--- src/sv/kwa_pkg.sv ---
package kwa_pkg;

   // Fixed field widths.
   localparam int POS_W       = 16;
   localparam int FUNC_W      = 2;
   localparam int STATUS_W    = 2;
   localparam int CNT_OUT_W   = 10;
   localparam int WIN_W       = 8;
   localparam int MAXPT_W     = 10;
   localparam int IMG_W       = 11;
   localparam int CSR_IDX_W   = 3;
   localparam int CSR_DATA_W  = 11;

   // Parameter defaults.
   localparam int TABLE_DEPTH_DEF   = 512;
   localparam int FRACTION_BITS_DEF = 4;

   // Register reset values.
   localparam logic [WIN_W-1:0]   WINDOW_WIDTH_RST  = 8'd20;
   localparam logic [WIN_W-1:0]   WINDOW_HEIGHT_RST = 8'd20;
   localparam logic [MAXPT_W-1:0] MAX_POINTS_RST    = 10'd500;
   localparam logic [IMG_W-1:0]   IMAGE_WIDTH_RST   = 11'd640;
   localparam logic [IMG_W-1:0]   IMAGE_HEIGHT_RST  = 11'd480;

   // Register indexes.
   localparam logic [CSR_IDX_W-1:0] CSR_WINDOW_WIDTH  = 3'd0;
   localparam logic [CSR_IDX_W-1:0] CSR_WINDOW_HEIGHT = 3'd1;
   localparam logic [CSR_IDX_W-1:0] CSR_MAX_POINTS    = 3'd2;
   localparam logic [CSR_IDX_W-1:0] CSR_IMAGE_WIDTH   = 3'd3;
   localparam logic [CSR_IDX_W-1:0] CSR_IMAGE_HEIGHT  = 3'd4;

   // Operation codes.
   localparam logic [FUNC_W-1:0] FUNC_CLEAR = 2'd0;
   localparam logic [FUNC_W-1:0] FUNC_LOAD  = 2'd1;
   localparam logic [FUNC_W-1:0] FUNC_END   = 2'd2;
   localparam logic [FUNC_W-1:0] FUNC_OFFER = 2'd3;

   // Result status codes.
   localparam logic [STATUS_W-1:0] STATUS_STORED   = 2'd0;
   localparam logic [STATUS_W-1:0] STATUS_REJECTED = 2'd1;
   localparam logic [STATUS_W-1:0] STATUS_DROPPED  = 2'd2;
   localparam logic [STATUS_W-1:0] STATUS_NONE     = 2'd3;

   typedef struct packed {
      logic signed [POS_W-1:0] y;
      logic signed [POS_W-1:0] x;
   } point_type;

   // Shift controls shared by every cell of the ring.
   typedef struct packed {
      logic push;
      logic rotate;
   } cell_ctl_type;

endpackage

--- src/sv/kwa_cell.sv ---
module kwa_cell
   import kwa_pkg::*;
(
   input  logic         clock,
   input  cell_ctl_type ctl,
   input  point_type    prev_point,
   input  point_type    next_point,
   output point_type    point
);

   point_type point_ff;

   // A push moves every point one cell outward, a rotate moves it one cell back.
   always_ff @(posedge clock) begin
      if (ctl.push) begin
         point_ff <= prev_point;
      end else if (ctl.rotate) begin
         point_ff <= next_point;
      end
   end

   assign point = point_ff;

endmodule

--- config.mk ---
export PLATFORM = sky130hd
export DESIGN_NAME = kwa_cell
export DESIGN_NICKNAME = d
export VERILOG_FILES = /design/src/sv/kwa_pkg.sv /design/src/sv/kwa_cell.sv
export SDC_FILE = /design/constraint.sdc
export NUM_CORES = 1
export LEC_CHECK = 0
export ABC_AREA = 1
export BUFFER_PORTS_ARGS = -buffer_cell sky130_fd_sc_hd__buf_2
export CORE_UTILIZATION = 40
export CTS_CLUSTER_SIZE = 20
export DETAILED_ROUTE_END_ITERATION = 12
export PLACE_DENSITY = 0.78
export SYNTH_ARGS = -nofsm -noshare
export SYNTH_HDL_FRONTEND = slang
export SYNTH_SLANG_ARGS = --single-unit
export TNS_END_PERCENT = 50
--- constraint.sdc ---
create_clock -name clock -period 1.1 [get_ports clock]
set_input_delay 0 -clock clock [delete_from_list [all_inputs] [get_ports clock]]
set_output_delay 0 -clock clock [all_outputs]
set_load 0.03 [all_outputs]
==> run summary, run 1 <==
The run finished with clean final reports. Measured along the y axis, the die boundary spans 61.19 um. The final worst-path cycle share came out at 0.8217. The number of warning messages in the yosys log is 0. The master cell of the clock root buffer is clkbuf_4.

In this run the tightest slew margin relative to its limit is 0.7810. The via count of the first global-routing pass came out at 1679. The number of antenna violations at the first check in global routing came out at 0.

The routed length per placed instance is 14.13 um. The number of flip-flops in the largest register is 32. The maximum clock frequency is 1106 MHz.

The fraction of final layout cells sized beyond drive strength 1 is 0.3597. For this block, the via count after detailed routing is 1604. The flip-flop and latch count after synthesis came out at 32. Gates resized during post-CTS repair numbered 0. The effective utilization at floorplan came out at 0.4199. TritonCTS built the clock tree. The startpoint-to-endpoint class of the critical path is reg -> out.

The critical path goes through buf_2. The global-route total usage across every layer came out at 0.2752. The worst setup path is launched from a flop. By area the synthesized netlist is led by edfxtp_1 69%, nand2_1 26%, buf_6 3.2%. After routing the design area is 0.002633 mm2. In this run the core area contains 21 standard-cell rows.

The fill cell instance count of the final layout is 205. The count of different cell masters after synthesis came out at 6. The width of the chip came out at 61.19 um. The critical path capture point type is an output port. Setup repair after global routing left no endpoint under its margin.

Data on the critical path is required at its endpoint by 1.10 ns. The total placed instance area came out at 0.001917 mm2. The count of input and output buffers is 98. The total power per unit cell area came out at 1238 mW/mm2. Relative to the synthesized area, the layout overhead comes to 87.86%. The biggest area contributor in the post-synthesis netlist is edfxtp_1. After detailed routing, the number of remaining DRC violations is 0.

The path with the worst hold slack has its endpoint at point[7]. For this run, the leading register cell type out of synthesis is edfxtp_1. The total wire length came out at 4.932 mm. The post-detailed-placement half-perimeter wirelength is 2.190 mm. The setup-violating endpoint count in the final report came out at 0.

The level count of the clock H-tree is 2. The highest ir drop seen on vdd is 0.001015 V. The most common cell in the netlist is nand2_1. In this run the worst hold path is classified as in -> reg.

The core area is 0.003337 mm2. The final-report hold violation count came out at 0. The number of max-slew violations in the final report came out at 0. The total overflow reported by the global router is 0. Once layout is complete, the utilization of the core stands at 0.7889. The remaining number of nets flagged by the antenna check after routing is 0. The sequential-to-total area share from yosys stat came out at 0.6857. For this design, the sink count on the clock tree is 32. The area share of the largest cell type after synthesis is 0.6857. The largest incremental delay on the critical path is 0.39 ns. The wire length of the first global-routing pass came out at 7.051 mm.

The pin count of the biggest net entering global routing is 33. The die outline area is 0.003744 mm2. In the routed layout, each cell is associated on average with a via count of 4.596. The total negative slack for setup checks came out at 0 ns.

The number of nets in the synthesized netlist is 204. The number of nets in the layout came out at 369. The startpoint identified for the worst hold timing path is ctl[1]. The number of DRC violations after detailed-routing iteration 0 came out at 68. The number of max-capacitance violations reported came out at 0.

The top-level port count came out at 99. The number of enable-type register cells in the synthesized netlist is 32. The number of antenna diodes in the final layout is 0. The mean post-synth cell area is 10.23 um2. The detailed-router iteration count before antenna repair came out at 4. The time the final worst path needs with I/O delays and setup is 0.9039 ns.

After synthesis, the most frequently instantiated cells are 96 x nand2_1, 32 x edfxtp_1, 4 x buf_6. Counting both buffers and inverters, the worst setup path holds a total of 1. The pin slew with the least headroom to its limit is 0.3285 ns. The number of stages on the worst hold path came out at 4. The leakage power came out at 0.001334 uW.

The largest fanout of any net on the critical path came out at 1. The arrival time at the worst endpoint is 0.90 ns. The clock tree buffer depth came out at 2. Synthesis handed over a netlist of 137 instances.

The number of buffers created by CTS came out at 5. Among cell families on the critical path, the largest total delay comes from flip-flops. The total standard cell area after synthesis is 0.001401 mm2. The routability congestion estimate from global placement is 0.6856.

Among all stages on the critical path, the largest delay is contributed by edfxtp_1. Across all hold checks on the routed design, the worst slack comes to 0.2127 ns. The async set or reset register ratio after synthesis is 0. The clock transition time at the flip-flop clock pins of the worst setup and hold paths came out at 0.10 ns.
[metrics by stage]
| step | setup WS [ns] | power, uW | instances |
|---|---|---|---|
| 3_5_place_dp | 0.1907 | 2235 | 277 |
| 6_report | 0.1961 | 3259 | 349 |
| 4_1_cts | 0.1799 | 3235 | 349 |
| 2_1_floorplan | 0.1397 | 1985 | 137 |
| 3_3_place_gp | 0.2087 | 2224 | 277 |
| 5_1_grt | 0.1463 | 3392 | 349 |
[cells by family after synthesis]
group | share of synthesized area
buffers and inverters | 0.05268
DFF | 0.6857
and+or+nand+nor | 0.2616
[cell usage in the layout (no fill, tap or decap), drive strengths merged]
cell / instances
nand2: 96
dlygate4sd3: 64
clkbuf: 5
inv: 1
buf: 101
or2: 1
bufinv: 1
edfxtp: 32
clkinv: 2
[worst max path at each step]
stage	start	to	slack (ns)	depth (start not counted)
floorplan	ctl[1]	point[0]	0.14	2
global placement	ctl[1]	point[17]	0.21	3
detailed placement	ctl[1]	point[12]	0.19	3
CTS	point[6]	point[6]	0.18	1
global route	point[6]	point[6]	0.15	1
finish	point[6]	point[6]	0.20	1
[area by class of cell]
| class | count | area, um2 | share of cell area |
|---|---|---|---|
| multi-input cells | 97 | 366.6 | 0.1393 |
| clock buffers | 5 | 37.54 | 0.01426 |
| repair buffers | 165 | 1166 | 0.4430 |
| inverters | 1 | 6.256 | 0.002376 |
| flip-flops and latches | 32 | 960.9 | 0.3650 |
| well taps | 46 | 57.56 | 0.02186 |
| clock inverters | 3 | 37.54 | 0.01426 |
[routing by layer]
metal  global-route usage  wire length [um]  part of all wire
met3              0.09244               432             0.088
met1               0.2452              1658              0.34
met2               0.5155              2577              0.52
met5                    0                 0                 0
met4               0.1883               264             0.054
[power by group]
group          internal [uW]  switching, uW
sequential              1490           29.6
combinational            371            515
clock                    464            384
[timing repair]
item	in CTS	in global routing
endpoints found under the hold margin	32	0
buffers inserted	0	0
endpoints found under the setup margin	0	0
hold buffers	64	0
No activity file was read; power rests on OpenSTA's default activity.
==> run 2: changes to the inputs <==
CORE_UTILIZATION = 36   (was 40)
PLACE_DENSITY = 0.75   (was 0.78)
clock period = 0.8 ns   (was 1.1 ns; I/O delays follow)
==> run 2 against run 1 <==
Against the previous run: the run now ends with setup timing left; sequential share of layout area is essentially flat; hold slack lost 0.21 ns; sequential power grew 41%; sequential cell count is the same; combinational power grew 48%; clock-buffer cell count grew 2; cell area is essentially flat.
==> run summary, run 2 (synthesis gave the netlist of run 1 again) <==
The total overflow reported by the global router is 0 (unchanged). The time the final worst path needs with I/O delays and setup came out at 0.8451 ns. The width of the chip came out at 64.39 um (+5.2%). The number of antenna violations at the first check in global routing is 0 (unchanged). The kind of cell with the highest combined delay along the critical path is flip-flops.

The routed length per placed instance came out at 12.50 um (-12%). The CTS tree is built. Walking the worst path, the cells encountered are buf_6. The critical path data required time came to 0.80 ns (-0.30 ns). The total negative slack for setup checks is -0.3115 ns (-0.3115 ns). The largest fanout of any net on the critical path came to 1 (unchanged).

The critical path capture point type is an output port. The number of design rule violations left after detail routing came out at 0 (unchanged). The combined flip-flop and latch cell area came to 960.9 um2 (unchanged).

The cell with the largest stage delay on the worst path is edfxtp_1. The summed area of non-filler cells in the final layout is 0.002630 mm2 (about the same). The pin count of the biggest net entering global routing is 33 (unchanged). The critical path startpoint category is a flop. The post-detailed-placement half-perimeter wirelength is 2.217 mm (+1.2%).

The post-route core utilization came out at 0.7130 (-0.07587). The layout overhead on the synthesized area is 87.68% (about the same). In the finished design, the share of the clock period the worst path needs comes to 1.056.

The library cell used most frequently in the layout, excluding fill and tap cells, is nand2_1. The standard-cell row count came out at 22 (+4.8%). The arrival time at the worst endpoint came out at 0.85 ns (-0.05 ns).

The clock sink count is 32 (unchanged). The routability congestion estimate from global placement is 0.7580 (+11%). The number of flip-flops in the largest register was 32 (unchanged). The number of max-capacitance violations reported is 0 (unchanged). The largest incremental delay on the critical path came out at 0.41 ns (+0.02 ns). The die extent in y came out at 64.39 um (+5.2%). The number of buffers created by CTS is 5 (unchanged). Setup repair after global routing could not meet its margin everywhere. The level count of the clock H-tree came out at 2 (unchanged). The leakage power is 0.001310 uW (-1.8%). The total power per unit cell area is 1751 mW/mm2 (+41%). The number of DRC violations after detailed-routing iteration 0 is 98 (+44%).

The total wire length came out at 4.149 mm (-16%). The multi-input logic area is 369.1 um2 (+0.68%). The checks that failed: setup timing. The top cell types in the final layout, fill and taps aside, are 96 x nand2_1, 68 x buf_2, 46 x dlygate4sd3_1. The total placed instance area was 0.001902 mm2 (-0.78%). The core area came out at 0.003689 mm2 (+11%). The effective utilization at floorplan is 0.3799 (-0.04003). The worst setup slack after placement is -0.1207 ns (-0.3114 ns). The pin slew with the least headroom to its limit is 0.4356 ns (+0.1071 ns).

The fraction of final layout cells sized beyond drive strength 1 came out at 0.3768 (+0.01702). The wire length of the first global-routing pass is 6.734 mm (-4.5%). The global-route total usage across every layer came out at 0.2221 (-0.05308). The top-level port count came out at 99 (unchanged). The master cell of the clock root buffer is clkbuf_8. The worst relative slew slack came out at 0.7096 (-0.07137). The number of post-CTS setup repair buffers was 0 (unchanged). The setup path with the least slack is of type reg -> out.

The clock transition time at the flip-flop clock pins of the worst setup and hold paths came out at 0.06 ns (-0.04 ns). The per-cell via count in the routed design came out at 4.533 (-1.4%). The flow ran to the end, but the final reports show violations.

Timing would allow up to 1183 MHz. The worst path setup slack after routing came to -0.04507 ns (-0.2412 ns). The clock tree buffer depth is 2 (unchanged). The remaining number of nets flagged by the antenna check after routing was 0 (unchanged). The number of nets in the layout is 350 (-5.1%).

The total vias in the final route came out at 1505 (-6.2%). The detailed-router iteration count before antenna repair is 4 (unchanged). The via count of the first global-routing pass is 1576 (-6.1%). The final-report hold violation count is 0 (unchanged).

In this run the worst hold path is classified as in -> reg. The die outline area was 0.004146 mm2 (+11%). The hold slack came out at 0.001693 ns (-0.2110 ns).

The highest ir drop seen on vdd came out at 0.0009174 V (-9.6%). The count of input and output buffers was 98 (unchanged). The sum of buffers and inverters on the critical path is 1 (unchanged). The antenna diode count came out at 0 (unchanged). The setup-violating endpoint count in the final report came out at 22 (+22). The number of max-slew violations in the final report is 0 (unchanged). The fill cell instance count of the final layout is 256 (+25%).
[run 2: cell types whose count changed in the layout (fill, tap and decap cells not counted), sizes merged]
cell	delta
dlygate4sd3	-18
clkbuf	+2
buf	-1
bufinv	-1
clkinv	-1
[run 2: area by class of cell]
| class | instances | share of cell area |
|---|---|---|
| timing repair buffer | 146 | 0.4386 |
| sequential | 32 | 0.3654 |
| multi-input combinational | 97 | 0.1403 |
| clock buffer | 7 | 0.02902 |
| tap | 48 | 0.02284 |
| inverter | 1 | 0.002379 |
| clock inverter | 1 | 0.001427 |
[run 2: metal layers]
layer | part of all wire | wire [um] | GRT usage
met1 | 0.32 | 1310 | 0.2073
met2 | 0.57 | 2368 | 0.4237
met3 | 0.066 | 274 | 0.05000
met4 | 0.047 | 195 | 0.1444
met5 | 0 | 0 | 0
[run 2: timing repair]
| action | CTS | global route |
|---|---|---|
| gates resized for setup | 60 | 0 |
| setup endpoints to repair | 32 | 32 |
| hold endpoints to repair | 26 | 0 |
| hold buffers | 46 | 0 |
[run 2: path summary, 6_finish.rpt]
check	end	depth (start not counted)	start
max	point[5]	1	point[5]
min	point[16]	3	next_point[16]
[run 2: report_power, final]
group | internal (uW) | total (uW) | switching, uW | leakage [uW]
Clock | 604 | 1150 | 543 | 0.0000399
Combinational | 639 | 1310 | 670 | 0.000941
Sequential | 2070 | 2150 | 82.1 | 0.000330
Total | 3310 | 4600 | 1300 | 0.00131
[run 2: metrics by stage]
step / power (uW) / cells
2_1_floorplan: 2730 / 137
3_3_place_gp: 3046 / 278
3_5_place_dp: 3064 / 278
4_1_cts: 4611 / 332
5_1_grt: 4807 / 332
6_report: 4604 / 332
