$ cat src/sv/kwa_pkg.sv
package kwa_pkg;

   // Fixed field widths.
   localparam int POS_W       = 16;
   localparam int FUNC_W      = 2;
   localparam int STATUS_W    = 2;
   localparam int CNT_OUT_W   = 10;
   localparam int WIN_W       = 8;
   localparam int MAXPT_W     = 10;
   localparam int IMG_W       = 11;
   localparam int CSR_IDX_W   = 3;
   localparam int CSR_DATA_W  = 11;

   // Parameter defaults.
   localparam int TABLE_DEPTH_DEF   = 512;
   localparam int FRACTION_BITS_DEF = 4;

   // Register reset values.
   localparam logic [WIN_W-1:0]   WINDOW_WIDTH_RST  = 8'd20;
   localparam logic [WIN_W-1:0]   WINDOW_HEIGHT_RST = 8'd20;
   localparam logic [MAXPT_W-1:0] MAX_POINTS_RST    = 10'd500;
   localparam logic [IMG_W-1:0]   IMAGE_WIDTH_RST   = 11'd640;
   localparam logic [IMG_W-1:0]   IMAGE_HEIGHT_RST  = 11'd480;

   // Register indexes.
   localparam logic [CSR_IDX_W-1:0] CSR_WINDOW_WIDTH  = 3'd0;
   localparam logic [CSR_IDX_W-1:0] CSR_WINDOW_HEIGHT = 3'd1;
   localparam logic [CSR_IDX_W-1:0] CSR_MAX_POINTS    = 3'd2;
   localparam logic [CSR_IDX_W-1:0] CSR_IMAGE_WIDTH   = 3'd3;
   localparam logic [CSR_IDX_W-1:0] CSR_IMAGE_HEIGHT  = 3'd4;

   // Operation codes.
   localparam logic [FUNC_W-1:0] FUNC_CLEAR = 2'd0;
   localparam logic [FUNC_W-1:0] FUNC_LOAD  = 2'd1;
   localparam logic [FUNC_W-1:0] FUNC_END   = 2'd2;
   localparam logic [FUNC_W-1:0] FUNC_OFFER = 2'd3;

   // Result status codes.
   localparam logic [STATUS_W-1:0] STATUS_STORED   = 2'd0;
   localparam logic [STATUS_W-1:0] STATUS_REJECTED = 2'd1;
   localparam logic [STATUS_W-1:0] STATUS_DROPPED  = 2'd2;
   localparam logic [STATUS_W-1:0] STATUS_NONE     = 2'd3;

   typedef struct packed {
      logic signed [POS_W-1:0] y;
      logic signed [POS_W-1:0] x;
   } point_type;

   // Shift controls shared by every cell of the ring.
   typedef struct packed {
      logic push;
      logic rotate;
   } cell_ctl_type;

endpackage

$ cat src/sv/kwa_window_check.sv
module kwa_window_check
   import kwa_pkg::*;
#(
   parameter int FRACTION_BITS = FRACTION_BITS_DEF
)
(
   input  logic             clock,
   input  logic             reset,
   input  logic             clear,
   input  logic             step,
   input  point_type        stored,
   input  point_type        candidate,
   input  logic [WIN_W-1:0] window_width,
   input  logic [WIN_W-1:0] window_height,
   output logic             hit
);

   localparam int HALF_W = WIN_W - 1 + FRACTION_BITS;
   localparam int CMP_W  = ((HALF_W > POS_W) ? HALF_W : POS_W) + 2;

   logic signed [CMP_W-1:0] half_x;
   logic signed [CMP_W-1:0] half_y;
   logic signed [CMP_W-1:0] sx;
   logic signed [CMP_W-1:0] sy;
   logic signed [CMP_W-1:0] px;
   logic signed [CMP_W-1:0] py;
   logic                    in_window;
   logic                    hit_ff;
   logic                    hit_in;

   always_comb begin
      half_x = $signed(CMP_W'(window_width >> 1) << FRACTION_BITS);
      half_y = $signed(CMP_W'(window_height >> 1) << FRACTION_BITS);
      sx     = CMP_W'(stored.x);
      sy     = CMP_W'(stored.y);
      px     = CMP_W'(candidate.x);
      py     = CMP_W'(candidate.y);
      // The window is inclusive on all four sides.
      in_window = (sx - half_x <= px) && (px <= sx + half_x) &&
                  (sy - half_y <= py) && (py <= sy + half_y);
      hit_in = hit_ff;
      if (clear) begin
         hit_in = 1'b0;
      end else if (step && in_window) begin
         hit_in = 1'b1;
      end
   end

   always_ff @(posedge clock) begin
      if (reset) begin
         hit_ff <= 1'b0;
      end else begin
         hit_ff <= hit_in;
      end
   end

   assign hit = hit_ff;

endmodule
$ cat config.mk
export PLATFORM = sky130hd
export DESIGN_NAME = kwa_window_check
export DESIGN_NICKNAME = d
export VERILOG_FILES = /design/src/sv/kwa_pkg.sv /design/src/sv/kwa_window_check.sv
export SDC_FILE = /design/constraint.sdc
export NUM_CORES = 1
export LEC_CHECK = 0
export BUFFER_PORTS_ARGS = -buffer_cell sky130_fd_sc_hd__buf_2
export CAP_MARGIN = 25
export CORE_ASPECT_RATIO = 1.1
export CORE_MARGIN = 5
export CORE_UTILIZATION = 30
export CTS_CLUSTER_SIZE = 30
export DETAILED_ROUTE_END_ITERATION = 6
export PLACE_DENSITY_LB_ADDON = 0.3
export SLEW_MARGIN = 20
export SYNTH_ARGS = -nofsm -noshare
export SYNTH_HDL_FRONTEND = slang
export SYNTH_SLANG_ARGS = --single-unit
$ cat constraint.sdc
create_clock -name clock -period 3.15 [get_ports clock]
set_input_delay 0.4725 -clock clock [delete_from_list [all_inputs] [get_ports clock]]
set_output_delay 0.4725 -clock clock [all_outputs]
set_load 0.03 [all_outputs]
==> summary.md, run 1 <==
| Metric | Value |
|---|---|
| Hold-fix buffers at CTS | 0 |
| Cell at the slowest stage of the critical path | sky130_fd_sc_hd__or3b_4 |
| Standard cell core area | 0.0103 sq mm |
| Gate count of the mapped netlist | about 430 |
| Most frequent standard cell in the layout excluding fill and tap cells | sky130_fd_sc_hd__ha_1 |
| Post-Place Cell Area | 0.00402 sq mm |
| Min Tclk post-route | 3.54 ns |
| Total length of routed met3 wires | approximately 380 um |
| Worst-skew pair later-pin latency | 0 ns |
| First-pass GRT wire length | between 10000 and 15000 um |
| Antenna violations before repair | 0 |
| Yosys warning count | 0 |
| Filler-free cell count of the finished design | 694 |
| Boundary Pins | 85 |
| Area taken by flip-flops and latches | roughly 20 sq um |
| Final HPWL DP | 7440 um |
| Summed instance area of the synthesized netlist | 0.00311 sq mm |
| Critical path's most frequent cell | sky130_fd_sc_hd__o21ai_2 |
| Post-synth cell types | 43 |
| Commonest cells after routing, fill and taps aside | sky130_fd_sc_hd__ha_1, sky130_fd_sc_hd__buf_2, sky130_fd_sc_hd__inv_1 |
| Via total after detailed routing | between 3k and 4k |
| Number of flip-flops under the largest register name | 1 |
| Highest routing layer actually used | met3 |
| Total routing resource utilization after global routing | 0.127 |
| Number of input and output port buffers inserted | 82 |
| Number of fill cells in the layout | roughly 1.1k |
| Average cell area after synthesis | between 7 and 8 sq um |
| Total power density per cell area | 180 mW/mm^2 |
| Layout Area Growth over Synthesis | 30.3% |
| Placed cell count | 694 |
| Worst hold start | hit$_SDFFE_PP0P_ |
| Num rows | 39 |
| Sequential cell area fraction in the yosys report | 0.00643 |
| Worst Reg2Reg Path Length in Cells | 2 |
| Number of nets in the layout | 737 |
| Critical Path AT | 3.45 ns |
| Tightest slew margin relative to the limit | 0.684 |
| Final cycle utilization of the critical path | 1.12 |
| Commonest register cell after synthesis | sky130_fd_sc_hd__dfxtp_1 |
| RSZ-0062 raised after global routing | yes |
| Critical path peak fanout | 3 |
| Reg2Reg Setup Slack | 2.61 ns |
| Number of cells traversed by the worst hold path | 2 |
| Number of nets with antenna violations after routing | 0 |
| X dimension of the die | roughly 110 um |
| Starting density of the core | 0.302 |
| Max-cap check violation count | 0 |
| Number of enable flip-flop cells after synthesis | 0 |
| Worst vdd ir | 0.0780 mV |
| Antenna diode count | 0 |
| Area of the multi-input gates | 0.00285 sq mm |
| Total nets after synthesis | 617 |
| Sum of negative setup slack | -0.392 ns |
| Average wire per cell in the routed design | 11.4 um |
| Final design utilization | 0.394 |
| Final worst-path setup slack | -0.392 ns |
| Peak clock frequency supported by timing | approximately 0.28 GHz |
| Wire length on met2 | 4130 um |
| Worst Hold Path EP | hit$_SDFFE_PP0P_ |
| Proportion of layout cells with a drive suffix above 1 | 0.258 |
| Die area | 0.0125 sq mm |
| Final number of max-transition violations | 0 |
| Placer congestion estimate | 0.818 |
| Setup violation total in the final timing report | 1 |
| Static leakage | ~0.0022 uW |
| First DRT Iteration DRCs | 84 |
| Skew final | 0 ns |
| Startpoint class of the critical path | input pin |
| Result of the run | complete, but fails checks |
| Vias in the first global route | 3192 |
| Min-Delay Path Class | flip-flop to flip-flop |
| Classification of the worst setup path | input pin to flip-flop |
| Failing checks | setup timing |
| CP Capture Type | flip-flop |
| Pin count of the biggest net entering global routing | 9 |
| Launching point of the worst reg2reg path | hit$_SDFFE_PP0P_ |
| Clock transition at the registers of the reported paths | 0 ns |
| Total gr overflow | 0 |
| Post-synthesis register bit count | 1 |
| Detailed-routing wirelength on met1 | ~3400 um |
| Crit path cell chain | buf_2 -> inv_1 -> ha_2 -> fa_2 -> nor2b_4 -> o21ai_2 -> a21boi_1 -> o21a_1 -> o21ai_2 -> or3b_4 -> xnor2_1 -> ha_1 -> nand2_2 -> nor4_4 -> a22oi_1 -> o21ai_0 -> o21ai_1 -> nand4_1 -> o31ai_1 |
| Capture point of the worst reg-to-reg path | hit$_SDFFE_PP0P_ |
| Pwr Total | 729 uW |
| Final non-filler cell area | 0.00406 sq mm |
| Avg Vias per Cell | 4.70 |
| Share of flip-flops with an asynchronous set or reset after synthesis | 0 |
| Actual transition at the worst max-transition pin | 0.469 ns |
| Detailed-routing iteration count for the pre-antenna-repair pass | 4 |
| Count of endpoints failing hold in the final timing report | 0 |
| Height of the die | between 100 and 150 um |
| Critical Path Max Stage Delay | 0.40 ns |
| Required @ worst endpoint | around 3 ns |
| Drt total wl | 7950 um |
| Residual DRC | 0 |
==> layer usage <==
layer | global-route usage | vias to the layer above
met5 | 0 | -
met4 | 0 | 0
met3 | 0.00713 | 0
met2 | 0.256 | 67
met1 | 0.157 | 1476
li1 | - | 1721
==> layout make-up <==
type,count,area share
Tap cell,143,0.0441
Timing Repair Buffer,123,0.177
Multi-Input combinational cell,349,0.702
Inverter,78,0.0721
Sequential cell,1,0.00493
==> logic make-up after synthesis <==
family	synth area share
buffers and inverters	0.100
adder cells (fa/ha/maj)	0.411
AND/OR/NAND/NOR	0.192
XOR/XNOR	0.101
flip-flops	0.00643
AO/OA/AOI/OAI	0.188
==> worst max path at each step <==
stage,from,to,slack (ns),cells past startpoint
6_report,stored[20],hit$_SDFFE_PP0P_,-0.39,19
5_1_grt,window_height[1],hit$_SDFFE_PP0P_,-0.65,19
4_1_cts,stored[20],hit$_SDFFE_PP0P_,-0.43,19
3_5_place_dp,window_height[2],hit$_SDFFE_PP0P_,-0.49,18
3_3_place_gp,window_height[2],hit$_SDFFE_PP0P_,-0.44,18
2_1_floorplan,stored[20],hit$_SDFFE_PP0P_,0.01,18
==> Yosys cell counts (2+ instances only) <==
master | instances | area [sq um]
sky130_fd_sc_hd__a21oi_1 | 30 | 150
sky130_fd_sc_hd__o21ai_1 | 3 | 15.0
sky130_fd_sc_hd__or3_1 | 2 | 12.5
sky130_fd_sc_hd__o211ai_1 | 3 | 22.5
sky130_fd_sc_hd__a211oi_1 | 5 | 37.5
sky130_fd_sc_hd__nand2_1 | 29 | 109
sky130_fd_sc_hd__xnor2_1 | 30 | 263
sky130_fd_sc_hd__nand3b_1 | 4 | 30.0
sky130_fd_sc_hd__xor2_1 | 6 | 52.6
sky130_fd_sc_hd__clkbuf_1 | 4 | 15.0
sky130_fd_sc_hd__o21ai_2 | 2 | 17.5
sky130_fd_sc_hd__nand4_1 | 14 | 87.6
sky130_fd_sc_hd__nand2b_1 | 2 | 12.5
sky130_fd_sc_hd__fa_1 | 4 | 80.1
sky130_fd_sc_hd__o41ai_2 | 2 | 32.5
sky130_fd_sc_hd__o31ai_1 | 2 | 15.0
sky130_fd_sc_hd__nor4_1 | 3 | 18.8
sky130_fd_sc_hd__nor2_1 | 33 | 124
sky130_fd_sc_hd__o21ai_0 | 18 | 90.1
sky130_fd_sc_hd__nand3_1 | 12 | 60.1
sky130_fd_sc_hd__inv_1 | 78 | 293
sky130_fd_sc_hd__o21bai_1 | 7 | 52.6
sky130_fd_sc_hd__a31oi_1 | 2 | 12.5
sky130_fd_sc_hd__o21a_1 | 4 | 30.0
sky130_fd_sc_hd__nor2b_1 | 6 | 37.5
sky130_fd_sc_hd__nor3_1 | 8 | 40.0
sky130_fd_sc_hd__and3_1 | 3 | 18.8
sky130_fd_sc_hd__a21o_1 | 7 | 52.6
sky130_fd_sc_hd__ha_1 | 96 | 1200
==> power by group <==
group | switching (uW) | total, uW | internal [uW]
clock | 0 | 0 | 0
combinational | 366 | 716 | 350
sequential | 0.0824 | 13.1 | 13.1
total | 366 | 729 | 363
==> repair_timing <==
action	4_1_cts	5_1_grt
setup buffers	0	0
hold endpoints to repair	0	0
pin swaps	2	4
gates resized for setup	5	7
setup endpoints to repair	1	1
==> critical path: cells and delay by family <==
family          cells  cell delay, ns
simple gates        5            0.73
fa+ha+maj           3            0.71
xor+xnor            1            0.14
buf+inv             2            0.16
compound gates      8            1.22
==> per-stage QoR <==
| stage | hold WS [ns] | setup WS [ns] |
|---|---|---|
| 3_5_place_dp | 0.470 | -0.492 |
| 2_1_floorplan | 0.577 | 0.00974 |
| 3_3_place_gp | 0.434 | -0.445 |
| 4_1_cts | 0.472 | -0.429 |
| 6_report | 0.470 | -0.392 |
| 5_1_grt | 0.497 | -0.654 |
(Power assumes the default switching activity.)
==> run 2: changes to the inputs <==
--- a/config.mk
+++ b/config.mk
@@ -7,7 +7,6 @@
 export LEC_CHECK = 0
 export BUFFER_PORTS_ARGS = -buffer_cell sky130_fd_sc_hd__buf_2
 export CAP_MARGIN = 25
-export CORE_ASPECT_RATIO = 1.1
 export CORE_MARGIN = 5
 export CORE_UTILIZATION = 30
 export CTS_CLUSTER_SIZE = 30
==> run 2 against run 1 <==
Against the previous run:
- the run still ends with setup timing left
- worst setup slack gained 0.097 ns
- hold slack lost 0.020 ns
- utilization grew 0.42 points
- wire length shrank 0.67%
==> summary.md, run 2 (synthesis gave the netlist of run 1 again) <==
| Metric | Value |
|---|---|
| Result of the run | complete, but fails checks |
| Failing checks | setup timing |
| Average wire per cell in the routed design | 11.5 um |
| Actual transition at the worst max-transition pin | 0.319 ns |
| Num rows | 37 |
| First-pass GRT wire length | 13800 um |
| Antenna violations before repair | 1 |
| Critical Path Max Stage Delay | 0.35 ns |
| Crit path cell chain | buf_2 -> ha_1 -> inv_1 -> fa_2 -> o21bai_1 -> a21oi_1 -> o21bai_1 -> a21oi_1 -> o21bai_1 -> nand4_1 -> xor2_1 -> ha_1 -> a21o_1 -> a211oi_2 -> o21ai_1 -> a21oi_1 -> nor3_1 -> o31ai_1 |
| Starting density of the core | 0.304 |
| Startpoint class of the critical path | input pin |
| Critical path peak fanout | 3 |
| Peak clock frequency supported by timing | between 0.2 and 0.3 GHz |
| Area taken by flip-flops and latches | 20.0 sq um |
| Vias in the first global route | 3405 |
| Static leakage | approximately 0.0022 uW |
| Critical Path AT | approximately 3.4 ns |
| Total power density per cell area | between 150 and 200 mW/mm^2 |
| Final number of max-transition violations | 0 |
| Number of nets in the layout | around 740 |
| Min-Delay Path Class | flip-flop to flip-flop |
| Placer congestion estimate | 0.818 |
| Tightest slew margin relative to the limit | 0.785 |
| Boundary Pins | 85 |
| Count of endpoints failing hold in the final timing report | 0 |
| Drt total wl | 7890 um |
| Antenna diode count | 0 |
| Min Tclk post-route | 3.44 ns |
| Placed cell count | 685 |
| Area of the multi-input gates | 0.00287 sq mm |
| Proportion of layout cells with a drive suffix above 1 | 0.263 |
| Number of flip-flops under the largest register name | 1 |
| Final cycle utilization of the critical path | 1.09 |
| Clock transition at the registers of the reported paths | 0 ns |
| Worst vdd ir | 0.0759 mV |
| Number of fill cells in the layout | 1081 |
| Number of nets with antenna violations after routing | 0 |
| Pin count of the biggest net entering global routing | 9 |
| Post-placement setup slack | -0.430 ns |
| Final HPWL DP | 7360 um |
| Residual DRC | 0 |
| Classification of the worst setup path | input pin to flip-flop |
| Pwr Total | roughly 740 uW |
| Worst-skew pair later-pin latency | 0 ns |
| Layout Area Growth over Synthesis | 30.9% |
| Via total after detailed routing | ~3.2k |
| Min Hold Slack | 0.451 ns |
| Most frequent standard cell in the layout excluding fill and tap cells | sky130_fd_sc_hd__ha_1 |
| Height of the die | 112 um |
| Required @ worst endpoint | 3.06 ns |
| Standard cell core area | approximately 0.01 sq mm |
| Crit path max-delay family | compound AO/OA/AOI/OAI gates |
| Cell at the slowest stage of the critical path | sky130_fd_sc_hd__fa_2 |
| Detailed-routing iteration count for the pre-antenna-repair pass | 4 |
| CP Capture Type | flip-flop |
| Skew final | 0 ns |
| Die area | 0.0125 sq mm |
| Number of input and output port buffers inserted | 82 |
| Number of buffers and inverters on the critical path | 2 |
| Total gr overflow | 0 |
| Final worst-path setup slack | -0.295 ns |
| First DRT Iteration DRCs | between 50 and 60 |
| Setup violation total in the final timing report | 1 |
| Commonest cells after routing, fill and taps aside | sky130_fd_sc_hd__ha_1, sky130_fd_sc_hd__buf_2, sky130_fd_sc_hd__inv_1 |
| Max-cap check violation count | 0 |
| Filler-free cell count of the finished design | 688 |
| Avg Vias per Cell | 4.66 |
| Total routing resource utilization after global routing | 0.125 |
| RSZ-0062 raised after global routing | yes |
| X dimension of the die | 112 um |
==> run 2: changes by cell type in the layout (fill, tap and decap cells not counted), sizes merged <==
cell and change:
buf +1
==> run 2: through the flow <==
stage	utilization	cell area (sq um)	setup TNS, ns
6_report	0.398	4080	-0.295
5_1_grt	0.398	4080	-0.566
4_1_cts	0.398	4070	-0.330
3_5_place_dp	0.391	4000	-0.430
3_3_place_gp	0.391	4000	-0.436
2_1_floorplan	-	3150	0
==> run 2: power breakdown <==
part | switching, uW | internal (uW) | total, uW
logic | 368 | 356 | 724
clock network | 0 | 0 | 0
registers | 0.0753 | 13.1 | 13.1
total | 368 | 369 | 737
==> run 2: routing by layer <==
layer	wire, um	vias up	track usage	part of all wire
met3	393	6	0.0185	0.050
met1	3430	1409	0.146	0.43
met5	20	-	0	0.0025
met2	3980	64	0.248	0.50
li1	-	1727	-	-
met4	68	2	0.00973	0.0086
==> run 2: path summary, 6_finish.rpt <==
path                    startpoint               end  slack (ns)  cells after the start
hold / removal    hit$_SDFFE_PP0P_  hit$_SDFFE_PP0P_        0.45                      2
setup / recovery         stored[4]  hit$_SDFFE_PP0P_       -0.29                     18
hold reg to reg   hit$_SDFFE_PP0P_  hit$_SDFFE_PP0P_        0.45                      2
setup reg to reg  hit$_SDFFE_PP0P_  hit$_SDFFE_PP0P_        2.63                      2
==> run 2: timing repair <==
| action | in CTS | in global routing |
|---|---|---|
| resized for setup | 15 | 3 |
| endpoints found under the setup margin | 1 | 1 |
| pin swaps | 20 | 2 |
| gates cloned | 0 | 0 |
| hold buffers | 0 | 0 |
| buffers inserted | 3 | 0 |
==> run 2: tightest hold or removal path, delay by kind of cell (launching register included) <==
kind,cells,cell delay [ns]
flops,1,0.31
simple gates,1,0.05
compound gates,1,0.05
==> run 2: layout make-up <==
cell class | instances | area share
inverter | 78 | 0.0718
multi-input combinational | 349 | 0.703
sequential | 1 | 0.00491
tap | 136 | 0.0417
timing repair buffer | 124 | 0.178
==> run 3: changes to the inputs <==
--- a/config.mk
+++ b/config.mk
@@ -5,6 +5,7 @@
 export SDC_FILE = /design/constraint.sdc
 export NUM_CORES = 1
 export LEC_CHECK = 0
+export ABC_AREA = 1
 export BUFFER_PORTS_ARGS = -buffer_cell sky130_fd_sc_hd__buf_2
 export CAP_MARGIN = 25
 export CORE_MARGIN = 5
==> run 3 against run 2 <==
Against the previous run:
- the run still ends with setup timing left
- clock skew stayed put
- wire length is 12% higher
- global-route usage shrank 0.48 points
- combinational power is 20% higher
- flip-flop and latch count is the same
- worst setup slack improved by 0.10 ns
- final area rose by 16%
- area after synthesis rose by 11%
- synthesized cell count up 31%
- sequential power about the same
- first-iteration DRC count is 80% higher
- highest routed layer is now met4
==> summary.md, run 3 <==
| Metric | Value |
|---|---|
| Result of the run | complete, but fails checks |
| Failing checks | setup timing |
| Crit path launch | stored[20] |
| Summed instance area of the synthesized netlist | between 0.003 and 0.004 sq mm |
| Worst-skew pair later-pin latency | 0 ns |
| Top cells by instance count after synthesis | sky130_fd_sc_hd__nand2_1, sky130_fd_sc_hd__inv_1, sky130_fd_sc_hd__ha_1 |
| Antenna diode count | 0 |
| Post-Place Cell Area | between 0.004 and 0.005 sq mm |
| Number of input and output port buffers inserted | 82 |
| Total nets after synthesis | 750 |
| Post-placement setup slack | -0.395 ns |
| Sequential cell area fraction in the yosys report | 0.00577 |
| Worst hold start | hit$_SDFFE_PP0P_ |
| Min Tclk post-route | 3.34 ns |
| Die area | between 0.01 and 0.015 sq mm |
| Via total after detailed routing | 3839 |
| Peak clock frequency supported by timing | between 0.2 and 0.3 GHz |
| Tightest slew margin relative to the limit | 0.819 |
| Classification of the worst setup path | input pin to flip-flop |
| Post-synth cell types | 33 |
| Count of endpoints failing hold in the final timing report | 0 |
| Capture point of the worst reg-to-reg path | hit$_SDFFE_PP0P_ |
| Met3 layer usage reported by global route | 0.0159 |
| Num rows | 39 |
| First DRT Iteration DRCs | 97 |
| Cell types occupying the most area after synthesis | sky130_fd_sc_hd__ha_1, sky130_fd_sc_hd__nand2_1, sky130_fd_sc_hd__inv_1, sky130_fd_sc_hd__xor2_1, sky130_fd_sc_hd__a21oi_1 |
| RSZ-0062 raised after global routing | yes |
| Most frequent standard cell in the layout excluding fill and tap cells | sky130_fd_sc_hd__inv_1 |
| Commonest cells after routing, fill and taps aside | sky130_fd_sc_hd__inv_1, sky130_fd_sc_hd__nand2_1, sky130_fd_sc_hd__ha_1 |
| Worst vdd ir | just under 0.08 mV |
| Residual DRC | 0 |
| Sum of negative setup slack | -0.191 ns |
| CP Capture Type | flip-flop |
| First-pass GRT wire length | roughly 15000 um |
| Proportion of layout cells with a drive suffix above 1 | 0.279 |
| Yosys warning count | 0 |
| Detailed-routing iteration count for the pre-antenna-repair pass | 5 |
| Starting density of the core | 0.305 |
| Endpoint of the most critical setup path | hit$_SDFFE_PP0P_ |
| Hold-fix buffers at CTS | 0 |
| Skew final | 0 ns |
| Worst Reg2Reg Path Length in Cells | 2 |
| Antenna violations before repair | 0 |
| Standard cell core area | 0.0114 sq mm |
| X dimension of the die | 118 um |
| Critical Path AT | 3.22 ns |
| Average wire per cell in the routed design | 10.3 um |
| Number of flip-flops under the largest register name | 1 |
| Number of enable flip-flop cells after synthesis | 0 |
| Height of the die | 118 um |
| Pin count of the biggest net entering global routing | 7 |
| Layout Area Growth over Synthesis | 36.0% |
| Critical path peak fanout | 4 |
| Startpoint class of the critical path | input pin |
| Max-cap check violation count | 0 |
| Number of nets with antenna violations after routing | 0 |
| Most utilized layer in the global route result | met2 |
| Most common cell in the synthesized netlist | sky130_fd_sc_hd__nand2_1 |
| Share of Yosys cell area claimed by the top area cell type | 0.346 |
| Final non-filler cell area | 0.00472 sq mm |
| Clock transition at the registers of the reported paths | 0 ns |
| Min-Delay Path Class | flip-flop to flip-flop |
| Met1 Track Usage GR | 0.131 |
| Number of nets in the layout | between 900 and 1k |
| Share of flip-flops with an asynchronous set or reset after synthesis | 0 |
| Static leakage | 0.00289 uW |
| Actual transition at the worst max-transition pin | 0.270 ns |
| Final HPWL DP | 8260 um |
| Setup violation total in the final timing report | 1 |
| Drt total wl | 8850 um |
| Total routing resource utilization after global routing | 0.121 |
| Total power density per cell area | about 190 mW/mm^2 |
| Vias in the first global route | between 3k and 4k |
| Cell taking the most area after synthesis | sky130_fd_sc_hd__ha_1 |
| Final design utilization | 0.415 |
| Avg Vias per Cell | 4.45 |
| Global Route met2 Usage | 0.251 |
| Required @ worst endpoint | 3.03 ns |
| Post-synthesis register bit count | 1 |
| Average cell area after synthesis | around 6 sq um |
| Launching point of the worst reg2reg path | hit$_SDFFE_PP0P_ |
| Commonest register cell after synthesis | sky130_fd_sc_hd__dfxtp_1 |
| Placer congestion estimate | 0.827 |
| Final cycle utilization of the critical path | 1.06 |
| Final number of max-transition violations | 0 |
| Number of cells traversed by the worst hold path | 2 |
| Boundary Pins | 85 |
| Final worst-path setup slack | -0.191 ns |
| Gate count of the mapped netlist | 566 |
| Reg2Reg Setup Slack | roughly 2.6 ns |
| Total gr overflow | 0 |
==> run 3: report_power, final <==
part,leakage [uW],switching [uW],internal [uW],total [uW]
combinational,0.00288,455,411,866
clock,0,0,0,0
sequential,0.00000806,0.102,13.2,13.3
total,0.00289,455,424,879
==> run 3: what timing repair did <==
| action | in CTS | in global routing |
|---|---|---|
| setup endpoints to repair | 1 | 1 |
| buffers inserted | 2 | 3 |
| resized for setup | 16 | 18 |
| pin swaps | 14 | 15 |
==> run 3: kinds of logic after synthesis <==
kind of cell / after synthesis / share of synthesized area
buffers and inverters: 135 / 0.149
AOI/OAI and AO/OA: 77 / 0.130
DFF: 1 / 0.00577
and+or+nand+nor: 218 / 0.258
xor gates and xnor gates: 35 / 0.0883
adders and majority gates: 100 / 0.369
==> run 3: stage by stage <==
step           power [uW]  cells  hold slack (ns)
2_1_floorplan         521    566            0.569
3_3_place_gp          819    858            0.432
3_5_place_dp          842    858            0.438
4_1_cts               866    860            0.439
5_1_grt              1010    863            0.460
6_report              879    863            0.432
==> run 3: layout make-up <==
class	count	area [sq um]
Fill cell	1212	6650
Inverter	131	492
Multi-Input combinational cell	430	3050
Sequential cell	1	20.0
Tap cell	143	179
Timing Repair Buffer	158	981
==> run 3: worst min-delay path by stage <==
stage	endpoint	slack, ns
2_1_floorplan	hit$_SDFFE_PP0P_	0.57
3_3_place_gp	hit$_SDFFE_PP0P_	0.43
3_5_place_dp	hit$_SDFFE_PP0P_	0.44
4_1_cts	hit$_SDFFE_PP0P_	0.44
5_1_grt	hit$_SDFFE_PP0P_	0.46
6_report	hit$_SDFFE_PP0P_	0.43
==> run 3: worst max-delay path, cell delays in order <==
cell and delay (ns):
sky130_fd_sc_hd__buf_2 0.09, sky130_fd_sc_hd__inv_1 0.04, sky130_fd_sc_hd__ha_2 0.19, sky130_fd_sc_hd__fa_2 0.38, sky130_fd_sc_hd__nor2_2 0.11, sky130_fd_sc_hd__nand2_1 0.05, sky130_fd_sc_hd__nand2_1 0.08, sky130_fd_sc_hd__nand2_1 0.06
sky130_fd_sc_hd__nand2_1 0.07, sky130_fd_sc_hd__a21oi_1 0.09, sky130_fd_sc_hd__o21ai_2 0.21, sky130_fd_sc_hd__xor2_1 0.19, sky130_fd_sc_hd__ha_1 0.27, sky130_fd_sc_hd__nand2_2 0.09, sky130_fd_sc_hd__inv_1 0.05, sky130_fd_sc_hd__nand2_1 0.06
sky130_fd_sc_hd__nand2_1 0.06, sky130_fd_sc_hd__a21oi_2 0.18, sky130_fd_sc_hd__buf_4 0.13, sky130_fd_sc_hd__nand4_1 0.07, sky130_fd_sc_hd__nand3_1 0.12, sky130_fd_sc_hd__nor2_1 0.05, sky130_fd_sc_hd__nand2_1 0.06, sky130_fd_sc_hd__a21oi_1 0.06
==> run 3: per-layer routing <==
| layer | vias to the layer above | wire length, um |
|---|---|---|
| li1 | 2080 | - |
| met1 | 1691 | 3720 |
| met2 | 62 | 4710 |
| met3 | 6 | 367 |
| met4 | 0 | 53 |
| met5 | - | 0 |
